===== config.mk =====
export PLATFORM = sky130hd
export DESIGN_NAME = cpa_csr
export DESIGN_NICKNAME = d
export VERILOG_FILES = /design/src/design/cpa_pkg.sv /design/src/design/cpa_csr.sv
export SDC_FILE = /design/constraint.sdc
export NUM_CORES = 1
export LEC_CHECK = 0
export BUFFER_PORTS_ARGS = -buffer_cell sky130_fd_sc_hd__clkbuf_2
export CORE_UTILIZATION = 44
export DETAILED_ROUTE_END_ITERATION = 8
export PLACE_DENSITY = 0.81
export SKIP_LAST_GASP = 1
export SLEW_MARGIN = 40
export SYNTH_ARGS = -nofsm -noshare
export SYNTH_HDL_FRONTEND = slang
export SYNTH_SLANG_ARGS = --single-unit

===== constraint.sdc =====
create_clock -name clock -period 1.3 [get_ports clock]
set_input_delay 0.065 -clock clock [delete_from_list [all_inputs] [get_ports clock]]
set_output_delay 0.065 -clock clock [all_outputs]
set_load 0.005 [all_outputs]

===== src/design/cpa_pkg.sv =====
// ----------------------------------------------------------------------------
// cpa_pkg: shared types and constants of the contiguous page allocator
// Page table geometry, status codes, sequencer states and the structs that
// travel between the register block, the sequencer and the page memory.
// ----------------------------------------------------------------------------
package cpa_pkg;

   localparam int NUM_ZONES  = 3;
   localparam int ZONE_PAGES = 1024;
   localparam int MAX_ORDER  = 10;

   localparam int PAGE_W    = 10;               // page index within a zone
   localparam int ZONE_W    = 2;                // zone number
   localparam int CNT_W     = 11;               // page counts up to ZONE_PAGES
   localparam int ORDER_W   = 4;
   localparam int ADDR_W    = ZONE_W + PAGE_W;  // {zone, page}
   localparam int MEM_DEPTH = NUM_ZONES * ZONE_PAGES;

   localparam logic [ORDER_W-1:0] NO_RUN = 4'd15;

   localparam logic CMD_ALLOC = 1'b0;
   localparam logic CMD_FREE  = 1'b1;

   typedef enum logic [2:0] {
      STAT_OK          = 3'd0,
      STAT_ORDER_LARGE = 3'd1,
      STAT_NO_SPACE    = 3'd2,
      STAT_NOT_ALLOC   = 3'd3,
      STAT_MISMATCH    = 3'd4,
      STAT_COUNT_ERR   = 3'd5
   } status_type;

   typedef enum logic [2:0] {
      S_CLEAR,
      S_IDLE,
      S_ZSEL,
      S_SCAN,
      S_MARK,
      S_FCHK,
      S_FCLR,
      S_DONE
   } state_type;

   typedef logic [NUM_ZONES-1:0][CNT_W-1:0] zone_size_type;

   typedef struct packed {
      logic              valid;
      logic [ZONE_W-1:0] zone;
      logic [CNT_W-1:0]  size;   // already limited to ZONE_PAGES
   } cfg_write_type;

   typedef struct packed {
      logic               used;
      logic [ORDER_W-1:0] order;
   } page_entry_type;

   typedef struct packed {
      logic              we;
      logic [ADDR_W-1:0] addr;
      page_entry_type    wdata;
   } ram_req_type;

endpackage


===== src/design/cpa_csr.sv =====
// ----------------------------------------------------------------------------
// cpa_csr: zone size registers
// Register port decode, readback and the effective (limited) zone sizes.
// ----------------------------------------------------------------------------
module cpa_csr (
   input  logic                    clock,
   input  logic                    reset,
   input  logic                    csr_psel,
   input  logic                    csr_penable,
   input  logic                    csr_pwrite,
   input  logic [3:0]              csr_paddr,
   input  logic [31:0]             csr_pwdata,
   output logic [31:0]             csr_prdata,
   output logic                    csr_pready,
   output cpa_pkg::cfg_write_type  cfg,
   output cpa_pkg::zone_size_type  zone_size
);

   logic [cpa_pkg::CNT_W-1:0] size_ff [cpa_pkg::NUM_ZONES];
   logic [cpa_pkg::CNT_W-1:0] size_in [cpa_pkg::NUM_ZONES];
   logic [1:0]                index;
   logic                      wr_en;
   logic [cpa_pkg::CNT_W-1:0] wval;
   logic [cpa_pkg::CNT_W-1:0] wval_lim;

   assign csr_pready = 1'b1;
   assign index      = csr_paddr[3:2];
   assign wr_en      = csr_psel && csr_penable && csr_pwrite;
   assign wval       = csr_pwdata[cpa_pkg::CNT_W-1:0];
   assign wval_lim   = (wval > cpa_pkg::CNT_W'(cpa_pkg::ZONE_PAGES))
                       ? cpa_pkg::CNT_W'(cpa_pkg::ZONE_PAGES) : wval;

   always_comb begin
      for (int z = 0; z < cpa_pkg::NUM_ZONES; z++) begin
         size_in[z] = size_ff[z];
         if (wr_en && (index == 2'(z))) begin
            size_in[z] = wval;
         end
      end
   end

   always_ff @(posedge clock) begin
      if (reset) begin
         for (int z = 0; z < cpa_pkg::NUM_ZONES; z++) begin
            size_ff[z] <= (z == 0) ? cpa_pkg::CNT_W'(cpa_pkg::ZONE_PAGES) : '0;
         end
      end else begin
         for (int z = 0; z < cpa_pkg::NUM_ZONES; z++) begin
            size_ff[z] <= size_in[z];
         end
      end
   end

   always_comb begin
      csr_prdata = '0;
      for (int z = 0; z < cpa_pkg::NUM_ZONES; z++) begin
         if (index == 2'(z)) begin
            csr_prdata = 32'(size_ff[z]);
         end
         zone_size[z] = (size_ff[z] > cpa_pkg::CNT_W'(cpa_pkg::ZONE_PAGES))
                        ? cpa_pkg::CNT_W'(cpa_pkg::ZONE_PAGES) : size_ff[z];
      end
   end

   assign cfg.valid = wr_en && (32'(index) < 32'(cpa_pkg::NUM_ZONES));
   assign cfg.zone  = index;
   assign cfg.size  = wval_lim;

endmodule


==> results.json, run 1 <==
{
  "status": "complete, but fails checks",
  "violations": "design-rule violations",
  "crit_fanout": 11,
  "regMostFlops": "size_ff",
  "routed-wl-met2_mm": 2.248,
  "period_share": 0.8997,
  "grt_antenna_before_repair": 0,
  "cts_tree": "done",
  "finalCriticalPeriod_ns": 1.170,
  "gr-total-overflow": 0,
  "pin_count": 121,
  "row_count": 24,
  "end_kind": "primary output",
  "top_regs": "size_ff: 33 flops",
  "cap_violations": 0,
  "cp_cell_sequence": "buf_4 -> nor2b_1 -> clkbuf_2",
  "largest_reg_flops": 33,
  "wl_met1_mm": 2.229,
  "leakagePower_uw": 0.001305,
  "cp_slowest_cell": "dfxtp_1",
  "pre_cts_slack_ns": 0.1401,
  "die-area_um2": 4999,
  "regToRegSetupSlack_ns": 0.45,
  "worstMarginPinSlew_ns": 0.6672,
  "fp.dieH_um": 70.71,
  "synth_top_area_cell": "dfxtp_1",
  "irDropWorstVdd_mv": 0.5058,
  "grt_use_total": 0.1990,
  "power.density_nw_per_um2": 962.0,
  "grt_max_degree": 46,
  "worst_slack_ns": 0.1304,
  "synth.avg_cell_area_um2": 8.764,
  "gp_congestion": 0.7432,
  "clock_skew_ns": 0,
  "hold_viol": 0,
  "drc": 22,
  "r2r_end": "size_ff[0][10]$_SDFFE_PP1P_",
  "fmax_ghz": 0.8550,
  "holdWs_ns": 0.08277,
  "ctsResizeCount": 0,
  "worstSkewPairLatency_ns": 0.29,
  "via_per_inst": 4.794,
  "yosysTopAreaCellShare": 0.3181,
  "setup-tns-final_ns": 0,
  "required_ns": 1.24,
  "dr.pass1.iters": 6,
  "post-cts-setup-buffer-count": 0,
  "cts_root_buf": "clkbuf_8",
  "ant_nets": 0,
  "crit_start": "size_ff[0][32]$_SDFFE_PP0P_",
  "vias": 1721,
  "r2r_cells": 3,
  "crit_arrival_ns": 1.10,
  "top_layer_used": "met4",
  "cts_sinks": 33,
  "yosysWarnings": 0,
  "areaGrowthSynthToFinish_pct": 21.81,
  "rsz0062_at_grt": "no",
  "max_stage_delay_ns": 0.33,
  "maxSlewViolCount": 0,
  "design.core.area_um2": 4444,
  "synth_area_leaders": "dfxtp_1 (32%), mux2i_1 (21%), nand2b_1 (13%), nor2b_1 (12%), buf_4 (8.7%)",
  "grt_pass1_vias": 1525,
  "r2r_start": "size_ff[0][10]$_SDFFE_PP1P_",
  "cts_buffers": 5,
  "cts-hold-fix-buffers": 0,
  "ctsHtreeMaxLevel": 2,
  "post_drt_wl_per_cell_um": 13.47,
  "place.port_buffers": 75,
  "syn_inst": 237,
  "syn_area_um2": 2077,
  "dpl.hpwl_mm": 3.489,
  "drive_gt1_frac": 0.3160,
  "crit_path_end": "zone_size[25]",
  "dr_wl_met3_um": 312,
  "grt_pass1_wl_mm": 7.624,
  "antenna_cells": 0,
  "clockBufferDepth": 2,
  "layout.nets": 347,
  "setup_viol": 0,
  "drt-initial-drc-count": 85,
  "path_clk_slew_ns": 0.07,
  "ys_seq_area_frac": 0.3181,
  "initial_core_util": 0.4673,
  "critPathLaunchType": "flop",
  "routed_wl_mm": 4.834,
  "yosys.cell_types.count": 19,
  "die_w_um": 70.71,
  "slew-limit-headroom": 0.5552,
  "ys_ff_latch": 33,
  "hp-class": "input port to flop",
  "power_uw": 2434,
  "worstSetupPathType": "flop to primary output"
}
==> stage by stage <==
step                      cell area, um2    util  instances
after floorplan                     2152       -        257
after global placement              2396  0.5391        351
after detailed placement            2396  0.5391        351
after CTS                           2530  0.5693        359
after global routing                2530  0.5693        359
final                               2530  0.5693        359
==> where the power goes <==
group	total [uW]	internal (uW)	switching, uW
clock network	1140	761	384
registers	1030	1020	9.47
logic	255	116	140
total	2430	1900	533
==> worst max-delay path, delay by kind of cell (launching register included) <==
kind                   cells  cell delay, ns
flip-flops                 1            0.33
buffers and inverters      2            0.33
AND/OR/NAND/NOR            1            0.16
==> how the worst min path moves through the flow <==
stage | from | to | slack [ns] | cells after the start
after CTS | csr_pwdata[2] | size_ff[0][24]$_SDFFE_PP0P_ | 0.08 | 3
after detailed placement | csr_pwdata[2] | size_ff[0][24]$_SDFFE_PP0P_ | 0.39 | 3
final | csr_pwdata[2] | size_ff[0][24]$_SDFFE_PP0P_ | 0.08 | 3
after global placement | csr_pwdata[3] | size_ff[0][25]$_SDFFE_PP0P_ | 0.39 | 3
after floorplan | csr_pwdata[10] | cfg[0] | 0.16 | 1
after global routing | csr_pwdata[7] | size_ff[0][7]$_SDFFE_PP0P_ | 0.09 | 3
==> per-layer routing <==
layer / track usage / vias up
met5: 0 / -
met4: 0.05333 / 0
met3: 0.05840 / 6
met2: 0.3130 / 66
met1: 0.2675 / 792
li1: - / 857
==> cell type report <==
type	count	area (um2)
Fill cell	429	1914
Sequential cell	33	660.6
Tap cell	52	65.06
Multi-Input combinational cell	181	1220
Clock inverter	3	65.06
Clock buffer	5	68.82
Timing Repair Buffer	85	450.4
==> cell usage after synthesis <==
cell type,count
mux2i_1,44
nand2b_1,43
nor2b_1,41
dfxtp_1,33
buf_4,24
clkbuf_1,13
nand2_1,11
o21ai_0,11
buf_2,4
buf_6,2
conb_1,2
nor2_1,2
a21oi_1,1
nand3_2,1
nand4_2,1
nor3b_1,1
nor3b_2,1
or3_4,1
or3b_1,1
==> cells by family (layout without fill, tap and decap cells) <==
logic type             after synthesis  in the layout  synth area share
flip-flops                          33             33            0.3181
AND/OR/NAND/NOR                    103            103            0.3066
other                                2             22          0.003616
multiplexers                        44             44            0.2120
AO/OA/AOI/OAI                       12             12           0.02891
buffers and inverters               43             93            0.1307
==> cells in the final DEF (no fill, tap or decap), types with 2 or more instances in the layout <==
cell       count
clkbuf_2      75
mux2i_1       44
nand2b_1      43
nor2b_1       41
dfxtp_1       33
conb_1        22
nand2_1       11
o21ai_0       11
buf_4         10
clkbuf_8       5
nor2_1         2
bufinv_16      2
Note: power is estimated with default switching activity, not from simulation.
==> run 2: changes to the inputs <==
--- a/config.mk
+++ b/config.mk
@@ -6,9 +6,10 @@
 export NUM_CORES = 1
 export LEC_CHECK = 0
 export BUFFER_PORTS_ARGS = -buffer_cell sky130_fd_sc_hd__clkbuf_2
+export CORE_ASPECT_RATIO = 2
 export CORE_UTILIZATION = 44
 export DETAILED_ROUTE_END_ITERATION = 8
-export PLACE_DENSITY = 0.81
+export PLACE_DENSITY = 0.82
 export SKIP_LAST_GASP = 1
 export SLEW_MARGIN = 40
 export SYNTH_ARGS = -nofsm -noshare
==> run 2 against run 1 <==
Compared with the run above:
- the flow now finishes without violations
- final area fell by 1.6%
- routed wire length rose by 2.1%
- clock-buffer cell count rose by 2
- setup slack got worse by 0.049 ns
- critical endpoint is now csr_prdata[10]
==> results.json, run 2 (synthesis gave the netlist of run 1 again) <==
{
  "layout.nets": 347,
  "ctsHtreeMaxLevel": 2,
  "largest_reg_flops": 33,
  "pre_cts_slack_ns": 0.1635,
  "grt_max_degree": 46,
  "drt-initial-drc-count": 37,
  "die_w_um": 50.58,
  "end_kind": "primary output",
  "via_per_inst": 4.853,
  "gr-total-overflow": 0,
  "maxSlewViolCount": 0,
  "gp_congestion": 0.7982,
  "grt_pass1_wl_mm": 7.824,
  "cts_tree": "done",
  "die-area_um2": 5016,
  "final_cell_mix": "clkbuf_2 (75), mux2i_1 (44), nand2b_1 (43)",
  "irDropWorstVdd_mv": 0.7497,
  "drive_gt1_frac": 0.3170,
  "fmax_ghz": 0.8203,
  "hp-class": "input port to flop",
  "regToRegSetupSlack_ns": 0.39,
  "place.port_buffers": 75,
  "areaGrowthSynthToFinish_pct": 19.82,
  "worstSkewPairLatency_ns": 0.29,
  "regMostFlops": "size_ff",
  "ant_nets": 0,
  "worst_slack_ns": 0.08092,
  "power.density_nw_per_um2": 828.0,
  "worstSetupPathType": "flop to primary output",
  "design.core.area_um2": 4554,
  "post_drt_wl_per_cell_um": 13.68,
  "vias": 1752,
  "clock_skew_ns": 0,
  "utilization": 0.5464,
  "cts_buffers": 5,
  "cts_sinks": 33,
  "top_regs": "size_ff: 33 flops",
  "grt_pass1_vias": 1681,
  "cts_root_buf": "clkbuf_8",
  "setup_viol": 0,
  "status": "finished, final reports clean",
  "clockBufferDepth": 2,
  "row_count": 35,
  "crit_fanout": 7,
  "routed_wl_mm": 4.937,
  "period_share": 0.9378,
  "grt_use_total": 0.2109,
  "slew-limit-headroom": 0.5662,
  "grt_antenna_before_repair": 0,
  "final_common_cell": "clkbuf_2",
  "rsz0062_at_grt": "no",
  "crit_arrival_ns": 1.15,
  "critPathLaunchType": "flop",
  "cap_violations": 0,
  "path_clk_slew_ns": 0.07,
  "holdWs_ns": 0.07941,
  "fp.dieH_um": 99.17,
  "setup-tns-final_ns": 0,
  "required_ns": 1.24,
  "hold_viol": 0,
  "leakagePower_uw": 0.001282,
  "initial_core_util": 0.4560,
  "dr.pass1.iters": 6,
  "drc": 0,
  "antenna_cells": 0,
  "pin_count": 121,
  "dpl.hpwl_mm": 3.666,
  "worstMarginPinSlew_ns": 0.6507,
  "finalCriticalPeriod_ns": 1.219
}
[run 2: cell types whose count changed in the layout (fill, tap and decap cells not counted), sizes merged]
cell    before  now
bufinv       2    0
clkbuf      80   82
clkinv       1    0
[run 2: what timing repair did]
action	4_1_cts	5_1_grt
setup endpoints to repair	1	1
setup buffers	0	0
gates resized for setup	1	1
hold buffers	0	0
[run 2: path summary, 6_finish.rpt]
path / cells past startpoint / endpoint / startpoint
max: 3 / csr_prdata[10] / size_ff[0][21]$_SDFFE_PP0P_
min reg2reg: 2 / size_ff[0][5]$_SDFFE_PP0P_ / size_ff[0][5]$_SDFFE_PP0P_
max reg2reg: 3 / size_ff[0][21]$_SDFFE_PP0P_ / size_ff[0][21]$_SDFFE_PP0P_
min: 3 / size_ff[0][25]$_SDFFE_PP0P_ / csr_pwdata[3]
[run 2: through the flow]
stage / instances / power (uW) / area, um2
final: 361 / 2061 / 2489
after global routing: 361 / 2138 / 2489
after CTS: 361 / 2075 / 2487
after detailed placement: 354 / 1314 / 2400
after global placement: 354 / 1309 / 2400
after floorplan: 257 / 1258 / 2152
[run 2: worst max-delay path, cell delays in order (launching register included)]
cell      delay, ns
dfxtp_2        0.42
mux2i_1        0.09
o21ai_0        0.20
clkbuf_2       0.15
[run 2: layout make-up]
| type | count | area (um2) |
|---|---|---|
| fillers | 467 | 2066 |
| multi-input cells | 181 | 1220 |
| flip-flops and latches | 33 | 663.1 |
| repair buffers | 85 | 450.4 |
| clock buffers | 7 | 86.33 |
| well taps | 55 | 68.82 |
[run 2: metal layers]
metal / part of all wire / routed length (um) / GRT usage / up-vias
met5: 0 / 0 / 0 / -
met2: 0.55 / 2692 / 0.3836 / 66
li1: - / - / - / 848
met1: 0.39 / 1928 / 0.2253 / 831
met4: 0.023 / 114 / 0.1004 / 0
met3: 0.041 / 201 / 0.03823 / 7
[run 2: power by group]
part	switching, uW	internal, uW	total, uW	leakage [uW]
clock network	350	419	770	0.0000443
logic	138	117	255	0.000971
registers	10.9	1020	1040	0.000266
total	500	1560	2060	0.00128
