`config.mk`:
```
export PLATFORM = sky130hd
export DESIGN_NAME = cpa_seq
export DESIGN_NICKNAME = d
export VERILOG_FILES = /design/src/design/cpa_pkg.sv /design/src/design/cpa_seq.sv
export SDC_FILE = /design/constraint.sdc
export NUM_CORES = 1
export LEC_CHECK = 0
export BUFFER_PORTS_ARGS = -buffer_cell sky130_fd_sc_hd__buf_2
export CAP_MARGIN = 30
export CORE_MARGIN = 5
export CORE_UTILIZATION = 30
export DETAILED_ROUTE_END_ITERATION = 10
export GPL_TIMING_DRIVEN = 0
export PLACE_DENSITY_LB_ADDON = 0.05
export SLEW_MARGIN = 20
export SYNTH_ARGS = -nofsm -noshare
export SYNTH_HDL_FRONTEND = slang
export SYNTH_SLANG_ARGS = --single-unit
```
`constraint.sdc`:
```
create_clock -name clock -period 4.7 [get_ports clock]
set_input_delay 0.235 -clock clock [delete_from_list [all_inputs] [get_ports clock]]
set_output_delay 0.235 -clock clock [all_outputs]
set_load 0.005 [all_outputs]
```
`src/design/cpa_pkg.sv`:
```
// ----------------------------------------------------------------------------
// cpa_pkg: shared types and constants of the contiguous page allocator
// Page table geometry, status codes, sequencer states and the structs that
// travel between the register block, the sequencer and the page memory.
// ----------------------------------------------------------------------------
package cpa_pkg;

   localparam int NUM_ZONES  = 3;
   localparam int ZONE_PAGES = 1024;
   localparam int MAX_ORDER  = 10;

   localparam int PAGE_W    = 10;               // page index within a zone
   localparam int ZONE_W    = 2;                // zone number
   localparam int CNT_W     = 11;               // page counts up to ZONE_PAGES
   localparam int ORDER_W   = 4;
   localparam int ADDR_W    = ZONE_W + PAGE_W;  // {zone, page}
   localparam int MEM_DEPTH = NUM_ZONES * ZONE_PAGES;

   localparam logic [ORDER_W-1:0] NO_RUN = 4'd15;

   localparam logic CMD_ALLOC = 1'b0;
   localparam logic CMD_FREE  = 1'b1;

   typedef enum logic [2:0] {
      STAT_OK          = 3'd0,
      STAT_ORDER_LARGE = 3'd1,
      STAT_NO_SPACE    = 3'd2,
      STAT_NOT_ALLOC   = 3'd3,
      STAT_MISMATCH    = 3'd4,
      STAT_COUNT_ERR   = 3'd5
   } status_type;

   typedef enum logic [2:0] {
      S_CLEAR,
      S_IDLE,
      S_ZSEL,
      S_SCAN,
      S_MARK,
      S_FCHK,
      S_FCLR,
      S_DONE
   } state_type;

   typedef logic [NUM_ZONES-1:0][CNT_W-1:0] zone_size_type;

   typedef struct packed {
      logic              valid;
      logic [ZONE_W-1:0] zone;
      logic [CNT_W-1:0]  size;   // already limited to ZONE_PAGES
   } cfg_write_type;

   typedef struct packed {
      logic               used;
      logic [ORDER_W-1:0] order;
   } page_entry_type;

   typedef struct packed {
      logic              we;
      logic [ADDR_W-1:0] addr;
      page_entry_type    wdata;
   } ram_req_type;

endpackage

```
`src/design/cpa_seq.sv`:
```
// ----------------------------------------------------------------------------
// cpa_seq: allocation sequencer
// Clears zones, scans for free runs, marks and releases runs in the page
// memory and keeps the free count of each zone.
// ----------------------------------------------------------------------------
module cpa_seq (
   input  logic                           clock,
   input  logic                           reset,
   input  cpa_pkg::cfg_write_type         cfg,
   input  cpa_pkg::zone_size_type         zone_size,
   input  logic                           req_tvalid,
   output logic                           req_tready,
   input  logic                           req_cmd,
   input  logic [cpa_pkg::ORDER_W-1:0]    req_order,
   input  logic [cpa_pkg::ZONE_W-1:0]     req_zone_sel,
   input  logic [cpa_pkg::PAGE_W-1:0]     req_page_index,
   output logic                           rsp_tvalid,
   input  logic                           rsp_tready,
   output logic [15:0]                    rsp_tdata,
   output cpa_pkg::ram_req_type           ram_req,
   input  cpa_pkg::page_entry_type        ram_rdata
);

   localparam int CW = cpa_pkg::CNT_W;
   localparam int PW = cpa_pkg::PAGE_W;
   localparam int ZW = cpa_pkg::ZONE_W;

   cpa_pkg::state_type  state_ff, state_in;
   logic [cpa_pkg::NUM_ZONES-1:0] pend_ff, pend_in;
   logic [PW-1:0]       clr_pg_ff, clr_pg_in;
   logic [cpa_pkg::ORDER_W-1:0] order_ff, order_in;
   logic [ZW-1:0]       zs_ff, zs_in;
   logic [PW-1:0]       pg_ff, pg_in;
   logic [CW-1:0]       count_ff, count_in;
   logic [ZW-1:0]       zone_ff, zone_in;
   logic [CW-1:0]       rd_pg_ff, rd_pg_in;
   logic [CW-1:0]       rd_cnt_ff, rd_cnt_in;
   logic                ev_valid_ff, ev_valid_in;
   logic [CW-1:0]       ev_pg_ff, ev_pg_in;
   logic                ev_first_ff, ev_first_in;
   logic                ev_last_ff, ev_last_in;
   logic [CW-1:0]       run_ff, run_in;
   logic [CW-1:0]       wr_cnt_ff, wr_cnt_in;
   logic [PW-1:0]       first_ff, first_in;
   logic [CW-1:0]       free_ff [cpa_pkg::NUM_ZONES];
   logic [CW-1:0]       free_in [cpa_pkg::NUM_ZONES];
   cpa_pkg::status_type res_status_ff, res_status_in;
   logic [ZW-1:0]       res_zone_ff, res_zone_in;
   logic [PW-1:0]       res_page_ff, res_page_in;
   logic                rsp_valid_ff, rsp_valid_in;
   logic [15:0]         rsp_data_ff, rsp_data_in;

   logic [CW-1:0]       size_zone, size_zs, size_req, free_zone;
   logic [ZW-1:0]       clr_zone;
   logic [CW-1:0]       run_next, found_first, pg_end;

   // Per-zone lookups by a signal-chosen zone number.
   always_comb begin
      size_zone = '0;
      size_zs   = '0;
      size_req  = '0;
      free_zone = '0;
      clr_zone  = '0;
      for (int z = cpa_pkg::NUM_ZONES - 1; z >= 0; z--) begin
         if (zone_ff == ZW'(z)) begin
            size_zone = zone_size[z];
            free_zone = free_ff[z];
         end
         if (zs_ff == ZW'(z)) begin
            size_zs = zone_size[z];
         end
         if (req_zone_sel == ZW'(z)) begin
            size_req = zone_size[z];
         end
         if (pend_ff[z]) begin
            clr_zone = ZW'(z);
         end
      end
   end

   assign run_next    = ram_rdata.used ? '0 : run_ff + 1'b1;
   assign found_first = ev_pg_ff - count_ff + 1'b1;
   assign pg_end      = CW'(pg_ff) + count_ff;

   assign req_tready = (state_ff == cpa_pkg::S_IDLE) && (pend_ff == '0);
   assign rsp_tvalid = rsp_valid_ff;
   assign rsp_tdata  = rsp_data_ff;

   always_comb begin
      state_in      = state_ff;
      pend_in       = pend_ff;
      clr_pg_in     = clr_pg_ff;
      order_in      = order_ff;
      zs_in         = zs_ff;
      pg_in         = pg_ff;
      count_in      = count_ff;
      zone_in       = zone_ff;
      rd_pg_in      = rd_pg_ff;
      rd_cnt_in     = rd_cnt_ff;
      ev_valid_in   = 1'b0;
      ev_pg_in      = ev_pg_ff;
      ev_first_in   = ev_first_ff;
      ev_last_in    = ev_last_ff;
      run_in        = run_ff;
      wr_cnt_in     = wr_cnt_ff;
      first_in      = first_ff;
      res_status_in = res_status_ff;
      res_zone_in   = res_zone_ff;
      res_page_in   = res_page_ff;
      rsp_valid_in  = rsp_valid_ff && !rsp_tready;
      rsp_data_in   = rsp_data_ff;
      for (int z = 0; z < cpa_pkg::NUM_ZONES; z++) begin
         free_in[z] = free_ff[z];
      end
      ram_req.we    = 1'b0;
      ram_req.addr  = {zone_ff, rd_pg_ff[PW-1:0]};
      ram_req.wdata = '{used: 1'b0, order: cpa_pkg::NO_RUN};

      unique case (state_ff)
         cpa_pkg::S_CLEAR: begin
            ram_req.we   = 1'b1;
            ram_req.addr = {clr_zone, clr_pg_ff};
            clr_pg_in    = clr_pg_ff + 1'b1;
            if (clr_pg_ff == PW'(cpa_pkg::ZONE_PAGES - 1)) begin
               for (int z = 0; z < cpa_pkg::NUM_ZONES; z++) begin
                  if (clr_zone == ZW'(z)) begin
                     pend_in[z] = 1'b0;
                  end
               end
               if ((pend_in == '0) && !cfg.valid) begin
                  state_in = cpa_pkg::S_IDLE;
               end
            end
         end
         cpa_pkg::S_IDLE: begin
            if (pend_ff != '0) begin
               state_in  = cpa_pkg::S_CLEAR;
               clr_pg_in = '0;
            end else if (req_tvalid) begin
               order_in    = req_order;
               zs_in       = req_zone_sel;
               pg_in       = req_page_index;
               count_in    = CW'(1) << req_order;
               zone_in     = '0;
               rd_pg_in    = CW'(req_page_index);
               rd_cnt_in   = '0;
               run_in      = '0;
               res_zone_in = '0;
               res_page_in = '0;
               if (32'(req_order) > cpa_pkg::MAX_ORDER) begin
                  res_status_in = cpa_pkg::STAT_ORDER_LARGE;
                  state_in      = cpa_pkg::S_DONE;
               end else if (req_cmd == cpa_pkg::CMD_ALLOC) begin
                  state_in = cpa_pkg::S_ZSEL;
               end else if ((32'(req_zone_sel) >= cpa_pkg::NUM_ZONES)
                            || (CW'(req_page_index) >= size_req)) begin
                  res_status_in = cpa_pkg::STAT_NOT_ALLOC;
                  state_in      = cpa_pkg::S_DONE;
               end else begin
                  state_in = cpa_pkg::S_FCHK;
               end
            end
         end
         cpa_pkg::S_ZSEL: begin
            rd_pg_in = '0;
            run_in   = '0;
            if (32'(zone_ff) >= cpa_pkg::NUM_ZONES) begin
               res_status_in = cpa_pkg::STAT_NO_SPACE;
               state_in      = cpa_pkg::S_DONE;
            end else if (free_zone > count_ff) begin
               state_in = cpa_pkg::S_SCAN;
            end else begin
               zone_in = zone_ff + 1'b1;
            end
         end
         cpa_pkg::S_SCAN: begin
            // Reads stream one page a cycle; the run length is judged in the next
            // cycle, when the entry arrives.
            if (rd_pg_ff < size_zone) begin
               rd_pg_in    = rd_pg_ff + 1'b1;
               ev_valid_in = 1'b1;
               ev_pg_in    = rd_pg_ff;
            end
            if (ev_valid_ff) begin
               run_in = run_next;
               if (run_next == count_ff) begin
                  first_in    = found_first[PW-1:0];
                  wr_cnt_in   = '0;
                  ev_valid_in = 1'b0;
                  state_in    = cpa_pkg::S_MARK;
               end
            end else if (rd_pg_ff >= size_zone) begin
               zone_in  = zone_ff + 1'b1;
               state_in = cpa_pkg::S_ZSEL;
            end
         end
         cpa_pkg::S_MARK: begin
            ram_req.we         = 1'b1;
            ram_req.addr       = {zone_ff, first_ff + wr_cnt_ff[PW-1:0]};
            ram_req.wdata.used = 1'b1;
            ram_req.wdata.order = (wr_cnt_ff == '0) ? order_ff : cpa_pkg::NO_RUN;
            wr_cnt_in          = wr_cnt_ff + 1'b1;
            if (wr_cnt_ff == count_ff - 1'b1) begin
               for (int z = 0; z < cpa_pkg::NUM_ZONES; z++) begin
                  if (zone_ff == ZW'(z)) begin
                     free_in[z] = free_ff[z] - count_ff;
                  end
               end
               res_status_in = cpa_pkg::STAT_OK;
               res_zone_in   = zone_ff;
               res_page_in   = first_ff;
               state_in      = cpa_pkg::S_DONE;
            end
         end
         cpa_pkg::S_FCHK: begin
            ram_req.addr = {zs_ff, rd_pg_ff[PW-1:0]};
            if (rd_cnt_ff < count_ff) begin
               rd_pg_in    = rd_pg_ff + 1'b1;
               rd_cnt_in   = rd_cnt_ff + 1'b1;
               ev_valid_in = 1'b1;
               ev_first_in = (rd_cnt_ff == '0);
               ev_last_in  = (rd_cnt_ff == count_ff - 1'b1);
            end
            if (ev_valid_ff) begin
               if (ev_first_ff && !ram_rdata.used) begin
                  res_status_in = cpa_pkg::STAT_NOT_ALLOC;
                  state_in      = cpa_pkg::S_DONE;
               end else if (ev_first_ff && (ram_rdata.order != order_ff)) begin
                  res_status_in = cpa_pkg::STAT_MISMATCH;
                  state_in      = cpa_pkg::S_DONE;
               end else if ((ev_first_ff && (pg_end > size_zs))
                            || !ram_rdata.used) begin
                  res_status_in = cpa_pkg::STAT_COUNT_ERR;
                  state_in      = cpa_pkg::S_DONE;
               end else if (ev_last_ff) begin
                  wr_cnt_in = '0;
                  state_in  = cpa_pkg::S_FCLR;
               end
               if (state_in != cpa_pkg::S_FCHK) begin
                  ev_valid_in = 1'b0;
               end
            end
         end
         cpa_pkg::S_FCLR: begin
            ram_req.we   = 1'b1;
            ram_req.addr = {zs_ff, pg_ff + wr_cnt_ff[PW-1:0]};
            wr_cnt_in    = wr_cnt_ff + 1'b1;
            if (wr_cnt_ff == count_ff - 1'b1) begin
               for (int z = 0; z < cpa_pkg::NUM_ZONES; z++) begin
                  if (zs_ff == ZW'(z)) begin
                     free_in[z] = free_ff[z] + count_ff;
                  end
               end
               res_status_in = cpa_pkg::STAT_OK;
               state_in      = cpa_pkg::S_DONE;
            end
         end
         cpa_pkg::S_DONE: begin
            if (!rsp_valid_ff || rsp_tready) begin
               rsp_valid_in = 1'b1;
               rsp_data_in  = {1'b0, res_page_ff, res_zone_ff, res_status_ff};
               state_in     = cpa_pkg::S_IDLE;
            end
         end
         default: begin
            state_in = cpa_pkg::S_IDLE;
         end
      endcase

      // A size write empties the zone: its count is refilled at once and the
      // page entries are swept before the next request is taken.
      if (cfg.valid) begin
         for (int z = 0; z < cpa_pkg::NUM_ZONES; z++) begin
            if (cfg.zone == ZW'(z)) begin
               free_in[z] = cfg.size;
               pend_in[z] = 1'b1;
            end
         end
      end
   end

   always_ff @(posedge clock) begin
      if (reset) begin
         state_ff     <= cpa_pkg::S_CLEAR;
         pend_ff      <= '1;
         clr_pg_ff    <= '0;
         ev_valid_ff  <= 1'b0;
         rsp_valid_ff <= 1'b0;
         for (int z = 0; z < cpa_pkg::NUM_ZONES; z++) begin
            free_ff[z] <= (z == 0) ? CW'(cpa_pkg::ZONE_PAGES) : '0;
         end
      end else begin
         state_ff     <= state_in;
         pend_ff      <= pend_in;
         clr_pg_ff    <= clr_pg_in;
         ev_valid_ff  <= ev_valid_in;
         rsp_valid_ff <= rsp_valid_in;
         for (int z = 0; z < cpa_pkg::NUM_ZONES; z++) begin
            free_ff[z] <= free_in[z];
         end
      end
   end

   always_ff @(posedge clock) begin
      order_ff      <= order_in;
      zs_ff         <= zs_in;
      pg_ff         <= pg_in;
      count_ff      <= count_in;
      zone_ff       <= zone_in;
      rd_pg_ff      <= rd_pg_in;
      rd_cnt_ff     <= rd_cnt_in;
      ev_pg_ff      <= ev_pg_in;
      ev_first_ff   <= ev_first_in;
      ev_last_ff    <= ev_last_in;
      run_ff        <= run_in;
      wr_cnt_ff     <= wr_cnt_in;
      first_ff      <= first_in;
      res_status_ff <= res_status_in;
      res_zone_ff   <= res_zone_in;
      res_page_ff   <= res_page_in;
      rsp_data_ff   <= rsp_data_in;
   end

endmodule

```
==> results.cfg, run 1 <==
[cts]
cts_sinks = 176
cts_max_level = 4
ctsRootBufferMaster = sky130_fd_sc_hd__clkbuf_16
cts.reportedPaths.clkPinSlew_ns = 0.08
cts_tree = built
clk-insertion-delay-late_ns = 0.50
longest_clk_path_bufs = 2
tritoncts.num_buffers = 17

[pwr]
report.power.total_w = 0.00373
power_leakage_nw = 7.33
cell_pwr_density_nw_per_um2 = 203
worst_ir_drop_vdd_mv = 0.216

[placed_design]
dp.final_hpwl_um = 54200
post-place-ws_ns = -1.32
gpl.final_weighted_congestion = 0.917
port-buffer-count = 107

[synth]
post_synth_num_cell_types = 88
netlist_top_cells_area = sky130_fd_sc_hd__edfxtp_1 24%, sky130_fd_sc_hd__ha_1 13%, sky130_fd_sc_hd__dfxtp_1 6.4%
postSynthCellCount = 1838
proportion_of_synthesized_chip_area_in_sequential_cells = 0.301
synth-seq-cells = 176
synth.top_cells.by_count = 195 x sky130_fd_sc_hd__nor2_1, 162 x sky130_fd_sc_hd__ha_1, 149 x sky130_fd_sc_hd__a21oi_1, 135 x sky130_fd_sc_hd__nand2_1, 125 x sky130_fd_sc_hd__edfxtp_1
synth_nets = 2082
synth_most_common_cell = sky130_fd_sc_hd__nor2_1
mappedNetlistArea_sq_um = 15900
synth-async-reset-ratio = 0
dominantRegCellSynth = sky130_fd_sc_hd__edfxtp_1
yosys_warnings = 0
synth-edff-count = 125
yosys_top_cell_area_share = 0.236
synth_largest_area_cell = sky130_fd_sc_hd__edfxtp_1
avgSynthCellArea_sq_um = 8.64

[die]
ioPinCount = 109
die_area_sq_um = 57600
coreArea_sq_um = 52600
die_h_um = 240
start_util = 0.302
rows = 84
die_x_extent_um = 240

[setup_path]
crit_top_cell = sky130_fd_sc_hd__clkbuf_1
critical_path.endpoint_type = primary output
critical_path.max_fanout = 10
critical-path-top-delay-family = buffers and inverters
critical_path.slowest_cell = sky130_fd_sc_hd__clkbuf_1
type_of_origin_of_the_critical_path = register
arrival_ns = 4.27
critical_path_class = reg -> out
critPathRequiredTime_ns = 4.47
slowest_delay_ns = 0.69
worstPathCellList = clkbuf_1 -> clkinv_1 -> nand2_1 -> clkbuf_1 -> clkbuf_1 -> nor2_1 -> a221oi_1 -> buf_2
critical_path.n_buffers_inverters = 5

[global_route]
gr-total-overflow = 0
globalRouteMet3Util = 0.0424
grt_first_pass_wirelength_um = 99800
grt_pass1_vias = 14300
groute.usage.overall = 0.238
highest_utilization_routing_layer_at_the_global_route_stage = met2
grt_antenna_before_repair = 1
grtUsageMet2 = 0.365
fraction_of_met1_tracks_used_by_global_routing = 0.346
grt_max_degree = 18

[route]
vias_per_cell = 5.54
final_antenna_net_count = 0
vias = 14900
routedWlPerCell_um = 25.8
firstDrtPassIters = 5
drcViolationCount = 0
drt_iter0_markers = 1278
routed_wire_length_um = 69500

[timing]
rsz0062_at_grt = no
setup_skew_after_layout_ns = 0.0207
final.setup.tns_ns = 0
max-slew-margin-rel = 0.309
slew_viol_final = 0
final.setup.worst_slack_ns = 0.199
number_of_endpoints_with_negative_hold_slack_in_the_final_report = 0
hold_ws_ns = 0.0521
worstMarginPinSlew_ns = 1.04
min_period_over_period = 0.958
report.final.setup_viol = 0
max_clock_freq_ghz = 0.222
finalCriticalPeriod_ns = 4.50

[cells_and_area]
inserted_diodes = 0
fin_util = 0.350
area.growth.synth_to_final_pct = 15.8
layout_cell_share_with_drive_strength_beyond_1 = 0.123
nFillCells = 5558
final_nets = 2239

[run_status]
outcome = finished clean

[run]
max-cap-violations = 0

[worst_hold_path]
hold_path.class = in -> reg
-- per-stage QoR --
step | cell area, sq um | instances
2_1_floorplan | 15900 | 1838
3_3_place_gp | 17300 | 2633
3_5_place_dp | 17400 | 2643
4_1_cts | 18300 | 2693
5_1_grt | 18400 | 2696
6_report | 18400 | 2696
-- registers in the layout, indices dropped and copies added, names as in the netlist --
register,flops
count_ff,11
pend_ff,3
run_ff,11
wr_cnt_ff,11
pg_ff,10
ev_first_ff,1
order_ff,4
res_zone_ff,2
rd_pg_ff,11
ev_last_ff,1
rsp_tvalid,1
ev_valid_ff,1
ev_pg_ff,10
zone_ff,2
state_ff,3
zs_ff,2
rd_cnt_ff,11
res_status_ff,3
clr_pg_ff,10
rsp_tdata,15
free_ff,33
res_page_ff,10
first_ff,10
-- final timing paths --
kind                                       start               end  slack, ns  depth (start not counted)
worst min-delay path                      cfg[4]    free_ff[0][26]       0.05                          3
worst max-delay path                 state_ff[0]       ram_req[10]       0.20                          8
worst min register to register  res_status_ff[0]      rsp_tdata[0]       0.43                          0
worst max register to register       count_ff[0]  res_status_ff[0]       0.24                         19
-- tightest hold or removal path, delay by kind of cell --
kind                   cells  cell delay [ns]
buffers and inverters      1             0.13
AND/OR/NAND/NOR            2             0.15
-- power breakdown --
part / internal [W] / switching (W) / total, W
clock network: 0.000778 / 0.000758 / 0.00154
logic: 0.000209 / 0.000284 / 0.000493
registers: 0.00166 / 0.0000403 / 0.00170
-- cell usage in the layout (no fill, tap or decap), types with 17 or more instances in the layout --
cell type and count:
sky130_fd_sc_hd__nand3_1 44, sky130_fd_sc_hd__edfxtp_1 125, sky130_fd_sc_hd__a221oi_1 20, sky130_fd_sc_hd__dfxtp_1 50, sky130_fd_sc_hd__a21oi_1 144, sky130_fd_sc_hd__a211oi_1 17, sky130_fd_sc_hd__clkbuf_1 65, sky130_fd_sc_hd__and3_1 24
sky130_fd_sc_hd__a31oi_1 18, sky130_fd_sc_hd__a21o_1 26, sky130_fd_sc_hd__clkbuf_16 17, sky130_fd_sc_hd__o21ai_0 79, sky130_fd_sc_hd__ha_1 161, sky130_fd_sc_hd__nand2_1 134, sky130_fd_sc_hd__nor3_1 68, sky130_fd_sc_hd__nand2b_1 31
sky130_fd_sc_hd__xor2_1 47, sky130_fd_sc_hd__dlygate4sd3_1 17, sky130_fd_sc_hd__nand4_1 17, sky130_fd_sc_hd__nor2_1 192, sky130_fd_sc_hd__buf_2 116, sky130_fd_sc_hd__nor2b_1 25, sky130_fd_sc_hd__xnor2_1 99, sky130_fd_sc_hd__mux2i_1 34
sky130_fd_sc_hd__inv_1 92
-- per-layer routing --
layer,share of wire,vias up,routed length (um)
li1,-,7044,-
met1,0.47,7271,32900
met2,0.44,535,30700
met3,0.061,84,4250
met4,0.023,0,1630
met5,0,-,0
-- area by class of cell --
cell class,instances,area (sq um),share of cell area
Multi-Input combinational cell,1472,10500,0.570
Clock buffer,19,453,0.0246
Clock inverter,13,146,0.00796
Timing Repair Buffer,141,892,0.0485
Sequential cell,176,4780,0.260
Inverter,96,369,0.0201
Buffer,91,402,0.0218
Tap cell,688,861,0.0468
-- timing repair --
action | 4_1_cts | 5_1_grt
buffers inserted | 2 | 2
endpoints found under the hold margin | 17 | 0
pin swaps | 1 | 3
gates resized for setup | 22 | 19
hold buffers | 17 | 0
endpoints found under the setup margin | 41 | 60
-- kinds of logic after synthesis --
logic type,share of synthesized area
mux,0.0292
compound gates,0.194
flops,0.301
buf+inv,0.0476
fa+ha+maj,0.140
simple gates,0.198
xor+xnor,0.0904
other cells,0.000236
(Power assumes the default switching activity.)
==> run 2, diff against run 1 <==
--- a/config.mk
+++ b/config.mk
@@ -8,7 +8,8 @@
 export BUFFER_PORTS_ARGS = -buffer_cell sky130_fd_sc_hd__buf_2
 export CAP_MARGIN = 30
 export CORE_MARGIN = 5
-export CORE_UTILIZATION = 30
+export CORE_UTILIZATION = 45
+export CTS_BUF_LIST = sky130_fd_sc_hd__clkbuf_4
 export DETAILED_ROUTE_END_ITERATION = 10
 export GPL_TIMING_DRIVEN = 0
 export PLACE_DENSITY_LB_ADDON = 0.05
==> run 2 against run 1 <==
Die area is 32% lower. Core utilization is 16 points higher. Non-clock buffer count is 5 higher. Via count is 1.4% higher. Critical path depth is 8 higher. Clock power is 39% lower. Worst hold slack better by 0.019 ns. Clock-buffer cell count is 1 higher. Routed wire length is 11% lower. Final cell count is 8.4% lower. Critical endpoint is now rd_pg_ff[7]. Design area is 3.0% lower. Power is 16% lower.
==> results.cfg, run 2 (synthesis results as in run 1) <==
[run_status]
outcome = finished clean

[cts]
cts_sinks = 176
cts_max_level = 4
ctsRootBufferMaster = sky130_fd_sc_hd__clkbuf_4
longest_clk_path_bufs = 2
tritoncts.num_buffers = 17
clk-insertion-delay-late_ns = 0.65
cts_tree = built
cts.reportedPaths.clkPinSlew_ns = 0.17

[setup_path]
worst_r2r_path_depth = 16
critPathRequiredTime_ns = 4.99
r2r-end = rd_pg_ff[7]
crit-reg2reg-launch = zone_ff[0]
arrival_ns = 4.92
critical_path.max_fanout = 11
type_of_origin_of_the_critical_path = register
critical_path.endpoint_type = register
critical_path_class = reg -> reg
flop_to_flop_setup_slack_ns = 0.08

[pwr]
power.clock.fraction = 0.299
cellInternalPower_w = 0.00217
power_leakage_nw = 7.22
power.share.switching = 0.305
cell_pwr_density_nw_per_um2 = 175
power.share.sequential = 0.545
p_switching_w = 0.000952
share_comb_of_total_power = 0.156
worst_ir_drop_vdd_mv = 0.137

[placed_design]
numPlacedInstances = 2406
dp.final_hpwl_um = 48100
port-buffer-count = 107
gpl.final_weighted_congestion = 1.01

[timing]
max-slew-margin-rel = 0.273
slew_viol_final = 0
worstMarginPinSlew_ns = 1.08
report.final.setup_viol = 0
max_clock_freq_ghz = 0.216
setup_skew_after_layout_ns = 0.0378
finalCriticalPeriod_ns = 4.62
min_period_over_period = 0.984
number_of_endpoints_with_negative_hold_slack_in_the_final_report = 0
rsz0062_at_grt = no

[cells_and_area]
fin_cells = 2470
largest_register_ffs = 33
registers.top_by_ff_count = free_ff
layout_common_cells = 193 x sky130_fd_sc_hd__nor2_1, 161 x sky130_fd_sc_hd__ha_1, 143 x sky130_fd_sc_hd__a21oi_1
commonest_non_fill_non_tap_cell_in_the_layout = sky130_fd_sc_hd__nor2_1
area.growth.synth_to_final_pct = 12.3
final_nets = 2244
layout_cell_share_with_drive_strength_beyond_1 = 0.120
fin_util = 0.514

[die]
die_h_um = 198
die_x_extent_um = 198
die_area_sq_um = 39200
ioPinCount = 109
start_util = 0.458
rows = 68
coreArea_sq_um = 34700

[global_route]
gr-total-overflow = 0
grt_first_pass_wirelength_um = 91100
grt_antenna_before_repair = 1
groute.usage.overall = 0.312
grt_max_degree = 28
grt_pass1_vias = 14400

[run]
max-cap-violations = 0

[route]
vias = 15100
drt_iter0_markers = 1466
drcViolationCount = 0
routedWlPerCell_um = 25.1
final_antenna_net_count = 0
routed_wire_length_um = 62100
firstDrtPassIters = 8
vias_per_cell = 6.13

[worst_hold_path]
hold_path_sink = rsp_tvalid
hold_path.class = in -> reg
holdCritStartpoint = rsp_tready
min_delay_path_depth = 4
==> run 2: cell count changes in the layout (fill, tap and decap cells not counted), sizes merged <==
cell	delta
diode	+2
dlymetal6s2s	-1
dlygate4sd3	+10
buf	-4
inv	-1
clkbuf	+1
==> run 2: layer usage <==
| metal | vias to the layer above | GRT usage | wire, um |
|---|---|---|---|
| li1 | 7051 | - | - |
| met1 | 7220 | 0.444 | 27100 |
| met2 | 754 | 0.477 | 27000 |
| met3 | 119 | 0.0575 | 5650 |
| met4 | 0 | 0.109 | 2310 |
| met5 | - | 0 | 0 |
==> run 2: layout make-up <==
| type | instances | area [sq um] |
|---|---|---|
| antenna | 2 | 5.00 |
| multi-input combinational | 1472 | 10500 |
| clock buffer | 20 | 150 |
| timing repair buffer | 145 | 940 |
| tap | 455 | 569 |
| clock inverter | 12 | 128 |
| fill | 3398 | 16900 |
| buffer | 92 | 412 |
| sequential | 176 | 4780 |
| inverter | 96 | 369 |
==> run 2: what timing repair did <==
action / CTS / global route
endpoints found under the hold margin: 54 / 0
pin swaps: 1 / 3
hold buffers: 27 / 0
setup buffers: 3 / 1
setup endpoints to repair: 40 / 50
resized for setup: 19 / 22
==> run 2: critical path, cell delays in order (launching register included) <==
cell                       delay (ns)
sky130_fd_sc_hd__edfxtp_1        0.49
sky130_fd_sc_hd__inv_1           0.21
sky130_fd_sc_hd__ha_1            0.18
sky130_fd_sc_hd__buf_1           0.50
sky130_fd_sc_hd__clkbuf_2        0.37
sky130_fd_sc_hd__nor2_1          0.08
sky130_fd_sc_hd__a21oi_1         0.30
sky130_fd_sc_hd__ha_1            0.32
sky130_fd_sc_hd__a21o_1          0.19
sky130_fd_sc_hd__a21o_1          0.17
sky130_fd_sc_hd__a211oi_1        0.22
sky130_fd_sc_hd__o21ai_0         0.23
sky130_fd_sc_hd__inv_1           0.12
sky130_fd_sc_hd__o21ai_0         0.08
sky130_fd_sc_hd__nand2_1         0.14
sky130_fd_sc_hd__a21boi_0        0.15
sky130_fd_sc_hd__o22ai_4         0.50
==> run 2: worst max path at each step <==
stage	start	endpoint	slack, ns
after floorplan	count_ff[0]	wr_cnt_ff[0]	0.34
after global placement	count_ff[1]	res_page_ff[2]	-1.49
after detailed placement	state_ff[2]	ram_req[13]	-1.29
after CTS	count_ff[0]	wr_cnt_ff[0]	0.01
after global routing	count_ff[0]	res_status_ff[0]	0.008
final	zone_ff[0]	rd_pg_ff[7]	0.08
==> run 2: power groups by stage <==
stage	sequential (W)	clock [W]	combinational, W
final	0.00170	0.000933	0.000489
after global routing	0.00170	0.00100	0.000540
after CTS	0.00170	0.000944	0.000480
after detailed placement	0.00174	0	0.000459
after global placement	0.00173	0	0.000455
after floorplan	0.00172	0	0.000311
==> run 2: stage by stage <==
stage                     cell area (sq um)  hold WS [ns]  setup slack, ns  setup TNS [ns]  total power (W)
after detailed placement              17100         0.410            -1.29          -20.02          0.00219
after global placement                17000         0.405            -1.49          -54.74          0.00219
after CTS                             17700        0.0286           0.0126               0          0.00312
final                                 17800        0.0712           0.0763               0          0.00312
after global routing                  17800        0.0517          0.00808               0          0.00325
after floorplan                       15900         0.334            0.339               0          0.00203
